$ cat src/hw/rtl/mpq_pkg.sv
// shared types and constants of the multilevel priority ready queue
`default_nettype none

package mpq_pkg;

  // fixed field widths of the request and result items
  localparam int unsigned HandleW = 8;
  localparam int unsigned LevelW  = 4;

  // default sizing
  localparam int unsigned LevelsDef     = 16;
  localparam int unsigned LevelDepthDef = 16;
  localparam int unsigned HandleBitsDef = 8;

  // request kinds
  typedef enum logic {
    ReqEnqueue = 1'b0,
    ReqDequeue = 1'b1
  } req_e;

  // result status codes
  typedef enum logic [1:0] {
    StDone    = 2'd0,
    StEmpty   = 2'd1,
    StDropped = 2'd2
  } status_e;

endpackage

`default_nettype wire

$ cat src/hw/rtl/multilevel_priority_ready_queue.sv
// top level of the multilevel priority ready queue
`default_nettype none

// Multilevel priority ready queue: LEVELS circular fifos of task handles, one per
// priority level, LEVEL_DEPTH entries each, all held in one shared handle ram.
// An enqueue item appends its handle to its level; a level already full, or a
// level number not below LEVELS, drops the item and answers status dropped. A
// dequeue item pops the oldest handle of the lowest-numbered non-empty level and
// returns it with that level, or answers status empty when no level holds any.
// Every request gives exactly one result item. A request is registered on
// acceptance in the request register and resolved there against the per-level
// head, tail and fill registers; when it moves on it issues the ram write or
// read, and its result is registered in the result register together with the
// ram read data. Throughput is one item per cycle while the result is not
// stalled; a stalled result holds the request register, which then stalls the
// input. Back-to-back requests are safe since a ram write always lands before
// any later read. Only the low HANDLE_BITS bits of a handle are kept (at most
// 8). The ram needs no clearing pass: the fill counts keep any unwritten entry
// from being read.
module multilevel_priority_ready_queue #(
  parameter int unsigned LEVELS      = mpq_pkg::LevelsDef,
  parameter int unsigned LEVEL_DEPTH = mpq_pkg::LevelDepthDef,
  parameter int unsigned HANDLE_BITS = mpq_pkg::HandleBitsDef
) (
  input  wire                                clk_i,
  input  wire                                rst_ni,
  // request channel
  input  wire                                in_valid_i,
  output logic                               in_stall_o,
  input  wire                                req_type_i,
  input  wire  [mpq_pkg::LevelW-1:0]         level_i,
  input  wire  [mpq_pkg::HandleW-1:0]        task_handle_i,
  // result channel
  output logic                               out_valid_o,
  input  wire                                out_stall_i,
  output mpq_pkg::status_e                   status_o,
  output logic [mpq_pkg::HandleW-1:0]        out_handle_o,
  output logic [mpq_pkg::LevelW-1:0]         out_level_o
);

  import mpq_pkg::*;

  // derived sizes
  localparam int unsigned StoreBits = (HANDLE_BITS < HandleW) ? HANDLE_BITS : HandleW;
  localparam int unsigned LvlW      = $clog2(LEVELS);
  localparam int unsigned SlotW     = (LEVEL_DEPTH > 1) ? $clog2(LEVEL_DEPTH) : 1;
  localparam int unsigned FillW     = $clog2(LEVEL_DEPTH + 1);
  localparam int unsigned RamDepth  = LEVELS * LEVEL_DEPTH;
  localparam int unsigned AddrW     = $clog2(RamDepth);

  // request register
  logic                 s1_valid_q, s1_valid_d;
  req_e                 s1_req_q;
  logic [LevelW-1:0]    s1_level_q;
  logic [StoreBits-1:0] s1_handle_q;

  // per-level fifo bookkeeping
  logic [SlotW-1:0] head_q [LEVELS];
  logic [SlotW-1:0] tail_q [LEVELS];
  logic [FillW-1:0] fill_q [LEVELS];

  // handle ram
  logic [StoreBits-1:0] ram_q [RamDepth];
  logic [StoreBits-1:0] rd_q;

  // result register
  logic       out_valid_q;
  status_e    out_status_q;
  logic [LevelW-1:0] out_level_q;
  logic       out_hit_q;

  logic in_accept;
  logic s1_adv;

  // resolve logic
  logic            enq_lvl_ok;
  logic [LvlW-1:0] enq_lvl;
  logic            enq_full;
  logic            enq_do;
  logic [LEVELS-1:0] nonempty;
  logic            deq_found;
  logic [LvlW-1:0] deq_lvl;
  logic            deq_do;
  logic [AddrW-1:0] wr_addr;
  logic [AddrW-1:0] rd_addr;
  status_e         res_status;

  // handshake: the request register moves on whenever the result register is free
  assign s1_adv     = s1_valid_q && (!out_valid_q || !out_stall_i);
  assign in_stall_o = s1_valid_q && !s1_adv;
  assign in_accept  = in_valid_i && !in_stall_o;

  always_comb begin
    s1_valid_d = s1_valid_q;
    if (in_accept) begin
      s1_valid_d = 1'b1;
    end else if (s1_adv) begin
      s1_valid_d = 1'b0;
    end
  end

  // enqueue side: range check and full check on the named level
  assign enq_lvl_ok = 32'(s1_level_q) < LEVELS;
  assign enq_lvl    = LvlW'(s1_level_q);
  assign enq_full   = fill_q[enq_lvl] == FillW'(LEVEL_DEPTH);
  assign enq_do     = s1_adv && (s1_req_q == ReqEnqueue) && enq_lvl_ok && !enq_full;

  // dequeue side: lowest non-empty level wins
  always_comb begin
    deq_found = 1'b0;
    deq_lvl   = '0;
    for (int p = 0; p < LEVELS; p++) begin
      nonempty[p] = fill_q[p] != '0;
    end
    for (int p = LEVELS - 1; p >= 0; p--) begin
      if (nonempty[p]) begin
        deq_found = 1'b1;
        deq_lvl   = LvlW'(p);
      end
    end
  end

  assign deq_do = s1_adv && (s1_req_q == ReqDequeue) && deq_found;

  // flat ram address: level times depth plus slot
  assign wr_addr = AddrW'(AddrW'(enq_lvl) * AddrW'(LEVEL_DEPTH)) + AddrW'(tail_q[enq_lvl]);
  assign rd_addr = AddrW'(AddrW'(deq_lvl) * AddrW'(LEVEL_DEPTH)) + AddrW'(head_q[deq_lvl]);

  always_comb begin
    if (s1_req_q == ReqEnqueue) begin
      res_status = (enq_lvl_ok && !enq_full) ? StDone : StDropped;
    end else begin
      res_status = deq_found ? StDone : StEmpty;
    end
  end

  // slot advance with wrap at the level depth
  function automatic logic [SlotW-1:0] next_slot(input logic [SlotW-1:0] s);
    logic [SlotW-1:0] r;
    if (s == SlotW'(LEVEL_DEPTH - 1)) begin
      r = '0;
    end else begin
      r = s + SlotW'(1);
    end
    return r;
  endfunction

  // control registers
  always_ff @(posedge clk_i or negedge rst_ni) begin
    if (!rst_ni) begin
      s1_valid_q  <= 1'b0;
      out_valid_q <= 1'b0;
      head_q      <= '{default: '0};
      tail_q      <= '{default: '0};
      fill_q      <= '{default: '0};
    end else begin
      s1_valid_q <= s1_valid_d;
      if (s1_adv) begin
        out_valid_q <= 1'b1;
      end else if (!out_stall_i) begin
        out_valid_q <= 1'b0;
      end
      if (enq_do) begin
        tail_q[enq_lvl] <= next_slot(tail_q[enq_lvl]);
        fill_q[enq_lvl] <= fill_q[enq_lvl] + FillW'(1);
      end
      if (deq_do) begin
        head_q[deq_lvl] <= next_slot(head_q[deq_lvl]);
        fill_q[deq_lvl] <= fill_q[deq_lvl] - FillW'(1);
      end
    end
  end

  // payload registers
  always_ff @(posedge clk_i) begin
    if (in_accept) begin
      s1_req_q    <= req_e'(req_type_i);
      s1_level_q  <= level_i;
      s1_handle_q <= task_handle_i[StoreBits-1:0];
    end
    if (s1_adv) begin
      out_status_q <= res_status;
      out_level_q  <= deq_do ? LevelW'(deq_lvl) : '0;
      out_hit_q    <= deq_do;
    end
  end

  // handle ram: one write port, one registered read port
  always_ff @(posedge clk_i) begin
    if (enq_do) begin
      ram_q[wr_addr] <= s1_handle_q;
    end
    if (deq_do) begin
      rd_q <= ram_q[rd_addr];
    end
  end

  assign out_valid_o  = out_valid_q;
  assign status_o     = out_status_q;
  assign out_level_o  = out_level_q;
  assign out_handle_o = out_hit_q ? HandleW'(rd_q) : '0;

endmodule

`default_nettype wire

$ cat config.mk
export PLATFORM = sky130hd
export DESIGN_NAME = multilevel_priority_ready_queue
export DESIGN_NICKNAME = d
export VERILOG_FILES = /design/src/hw/rtl/mpq_pkg.sv /design/src/hw/rtl/multilevel_priority_ready_queue.sv
export SDC_FILE = /design/constraint.sdc
export NUM_CORES = 2
export LEC_CHECK = 0
export BUFFER_PORTS_ARGS = -buffer_cell sky130_fd_sc_hd__clkbuf_2
export CORE_UTILIZATION = 40
export CTS_BUF_LIST = sky130_fd_sc_hd__clkbuf_16
export CTS_CLUSTER_DIAMETER = 120
export CTS_CLUSTER_SIZE = 25
export DETAILED_ROUTE_END_ITERATION = 6
export GPL_TIMING_DRIVEN = 0
export SLEW_MARGIN = 20
export SYNTH_ARGS = -nofsm -noshare
export SYNTH_HDL_FRONTEND = slang
export SYNTH_SLANG_ARGS = --single-unit
export TNS_END_PERCENT = 100
$ cat constraint.sdc
create_clock -name clk_i -period 8.2 [get_ports clk_i]
set_input_delay 1.64 -clock clk_i [delete_from_list [all_inputs] [get_ports clk_i]]
set_output_delay 1.64 -clock clk_i [all_outputs]
set_load 0.005 [all_outputs]
==> flow_summary_export.csv <==
group,metric,value,unit
critical_path,critPathTopFamily,"simple AND/OR/NAND/NOR gates",
drt,detail_route.wirelength,363000,um
yosys,synth-edff-count,2076,
outcome,outcome,"finished with violations",
cts,clock_sink_count,2286,
critical_path,critical_path_buf_inv_count,6,
timing,layout_worst_path_cycle_share,103,%
final_layout,num-fill-cells,20400,
power_and_ir_drop,pwr_density_cell,390,nW/um^2
yosys,syn_inst,5949,
timing,hold_viol,0,
timing,rsz_0062_raised_after_global_routing,"false",
final_layout,area.growth.synth_to_final,10.2,%
yosys,ys_seq_elements,2286,
cts,clock-root-buffer,"sky130_fd_sc_hd__clkbuf_16",
final_layout,sequential_cell_area,67600,sq um
yosys,avgSynthCellArea,15.7,sq um
cts,post_cts_hold_buffer_count,0,
floorplanning,design.die.area,235000,sq um
floorplanning,initial_core_util,40.4,%
place,dp.final_hpwl,255000,um
final_layout,most_frequent_standard_cell_in_the_layout_excluding_fill_and_tap_cells,"sky130_fd_sc_hd__edfxtp_1",
drt,viasPerCell,6.47,
critical_path,start_kind,"flip-flop",
critical_path,critical_path.max_fanout,10,
timing,worst_slack,-0.282,ns
drt,dr.pass1.iters,6,
timing,skew,0.0454,ns
floorplanning,die_width,485,um
timing,slew_headroom,8.77,%
grt,grt_pass1_wl,483000,um
cts,maximum_buffer_depth_of_the_clock_tree,3,
critical_path,cpMaxStageDelayCell,"sky130_fd_sc_hd__a2111oi_0",
yosys,synthDistinctLibCells,80,
grt,antenna_found_initial,23,
final_layout,layout.core_utilization,44.5,%
power_and_ir_drop,static_leakage,0.0341,uW
drt,routed-via-count,60000,
yosys,mappedNetlistNets,5974,
timing,fmax,118,MHz
timing,setup_viol,8,
final_layout,ratio_of_cells_with_drive_above_1_in_the_final_layout,13.4,%
cts,cts_buffers,102,
floorplanning,core,231000,sq um
grt,first_global_vias,55500,
timing,layout_min_cycle_time,8.48,ns
final_layout,layout.cells.most_common_list,"sky130_fd_sc_hd__edfxtp_1 (2,076), sky130_fd_sc_hd__mux2i_1 (934), sky130_fd_sc_hd__nand2_1 (378), sky130_fd_sc_hd__nor3_1 (352), sky130_fd_sc_hd__nor2_1 (279)",
critical_path,max_stage_delay,0.84,ns
floorplanning,dieHeight,485,um
yosys,ys_async_sr_fraction,9.19,%
timing,tightest_slew,1.37,ns
floorplanning,placement_rows,176,
critical_path,timing.critical_path.cells,"or4_1 -> or4_1 -> a221o_1 -> buf_6 -> nand2_1 -> o211a_1 -> buf_4 -> buf_4 -> mux2i_1 -> nand4_1 -> nor2_4 -> buf_4 -> nand2b_1 -> buf_2 -> nor2_1 -> clkbuf_1 -> a2111oi_0 -> and4_1 -> a31oi_1 -> or4_1",
floorplanning,io-pin-count,33,
cts,depth_of_the_cts_h_tree,3,
critical_path,worstPathRequired,8.73,ns
grt,grt-ovfl-total,0,
place,dp_slack,-1.47,ns
grt,pin_count_of_the_biggest_net_entering_global_routing,86,
drt,routed_wire_length_per_instance,39.2,um
timing,totalNegativeSetupSlack,-1.46,ns
final_layout,multi_input_comb_area,24000,sq um
drt,drt_drc_violations_left,0,
critical_path,worst_ep_arrival_time,9.01,ns
yosys,seq_area_frac_synth,72.5,%
place,place_congestion,0.992,
cts,cts_tree,"yes",
yosys,synth_flop_cell,"sky130_fd_sc_hd__edfxtp_1",
power_and_ir_drop,design_power_total,40000,uW
power_and_ir_drop,ir_drop,0.373,mV
timing,final-max-slew-violation-count,0,
outcome,violations,"negative setup slack",
drt,drtAntennaViolNets,0,
job,cap_viol_max_count,0,
yosys,yosysWarningCount,0,
critical_path,critPathCaptureType,"flip-flop",
cts,clkTransAtPathRegs,0.10,ns
grt,grtUsageTotal,30.3,%
drt,drtIter0Drc,10100,
place,portBuffers,32,
min_path,hold_path_class,"reg2reg",
yosys,synth_area,93200,sq um
critical_path,worst-setup-path-type,"reg2reg",
final_layout,finish.net_count,6230,
cts,clock_latency,0.84,ns
timing,finalHoldWorstSlack,0.486,ns
[synthesized netlist by cell type (all sizes together), types with 30 or more instances]
library cell,n,area (sq um)
edfxtp,2076,62300
clkbuf,185,696
nor3,356,1790
buf,213,1270
a2111oi,100,877
o21ai,251,1260
nor4,84,532
mux2i,934,9350
nand3,30,150
mux2,150,1690
mux4,45,1010
dfrtp,210,5260
o22ai,248,1550
nor2,336,1260
o32ai,31,272
nand2,379,1420
[worst paths after layout]
kind / start / to / slack (ns) / cells past startpoint
hold / removal: tail_q[18]$_DFFE_PN0P_ / tail_q[18]$_DFFE_PN0P_ / 0.49 / 2
max in group asynchronous: rst_ni / tail_q[5]$_DFFE_PN0P_ / 6.54 / 2
setup reg to reg: fill_q[66]$_DFF_PN0_ / rd_q[3]$_DFFE_PP_ / -0.28 / 20
setup / recovery: fill_q[66]$_DFF_PN0_ / rd_q[3]$_DFFE_PP_ / -0.28 / 20
min in group asynchronous: rst_ni / fill_q[76]$_DFF_PN0_ / 0.81 / 1
hold reg to reg: tail_q[18]$_DFFE_PN0P_ / tail_q[18]$_DFFE_PN0P_ / 0.49 / 2
[metal layers]
layer	part of all wire (%)	GRT usage (%)	up-vias
li1	-	-	23700
met1	38	41.1	30900
met2	43	43.9	4531
met3	13	9.00	855
met4	6.0	15.2	20
met5	0.036	0	-
[sequential cells by signal (all words and copies together) (netlist names), 2 cells and up]
| register | flops |
|---|---|
| ram_q | 2048 |
| enq_lvl | 4 |
| status_o | 2 |
| tail_q | 64 |
| fill_q | 80 |
| rd_q | 8 |
| out_level_o | 4 |
| head_q | 64 |
| s1_handle_q | 8 |
[power by group]
part / switching [uW] / total, uW / internal [uW]
clock network: 3730 / 6060 / 2320
registers: 371 / 13500 / 13100
logic: 15000 / 20500 / 5530
total: 19100 / 40000 / 20900
[worst register-to-register path: stages, from the launching register on]
cell,delay [ns]
sky130_fd_sc_hd__dfrtp_1,0.48
sky130_fd_sc_hd__or4_1,0.70
sky130_fd_sc_hd__or4_1,0.52
sky130_fd_sc_hd__a221o_1,0.29
sky130_fd_sc_hd__buf_6,0.15
sky130_fd_sc_hd__nand2_1,0.31
sky130_fd_sc_hd__o211a_1,0.21
sky130_fd_sc_hd__buf_4,0.19
sky130_fd_sc_hd__buf_4,0.29
sky130_fd_sc_hd__mux2i_1,0.28
sky130_fd_sc_hd__nand4_1,0.17
sky130_fd_sc_hd__nor2_4,0.33
sky130_fd_sc_hd__buf_4,0.33
sky130_fd_sc_hd__nand2b_1,0.14
sky130_fd_sc_hd__buf_2,0.38
sky130_fd_sc_hd__nor2_1,0.28
sky130_fd_sc_hd__clkbuf_1,0.57
sky130_fd_sc_hd__a2111oi_0,0.85
sky130_fd_sc_hd__and4_1,0.74
sky130_fd_sc_hd__a31oi_1,0.28
sky130_fd_sc_hd__or4_1,0.71
[cell families after synthesis]
group                    Yosys count  share of synthesized area [%]
AO/OA/AOI/OAI                    779                           5.53
XOR/XNOR                           8                         0.0752
adder cells (fa/ha/maj)            8                          0.107
buffers and inverters            410                           2.16
flip-flops                      2286                           72.5
multiplexers                    1129                           12.9
AND/OR/NAND/NOR                 1329                           6.64
[stage by stage]
step | std cells | instance area [sq um]
global route | 9268 | 103000
global placement | 9007 | 97100
CTS | 9268 | 102000
finish | 9274 | 103000
detailed placement | 9132 | 99300
floorplan | 5949 | 93200
[layout make-up]
class | count | share of cell area (%)
inverters | 12 | 0.0439
repair buffers | 160 | 2.11
clock inverters | 36 | 0.223
clock buffers | 104 | 2.54
well taps | 3026 | 3.69
flip-flops and latches | 2286 | 65.8
plain buffers | 390 | 2.12
diodes | 7 | 0.0171
multi-input cells | 3253 | 23.4
[timing repair]
| item | in CTS | in global routing |
|---|---|---|
| pin swaps | 1 | 2 |
| endpoints found under the setup margin | 602 | 867 |
| setup buffers | 1 | 1 |
| gates resized for setup | 100 | 62 |
Power figures use the tool's default switching activity.
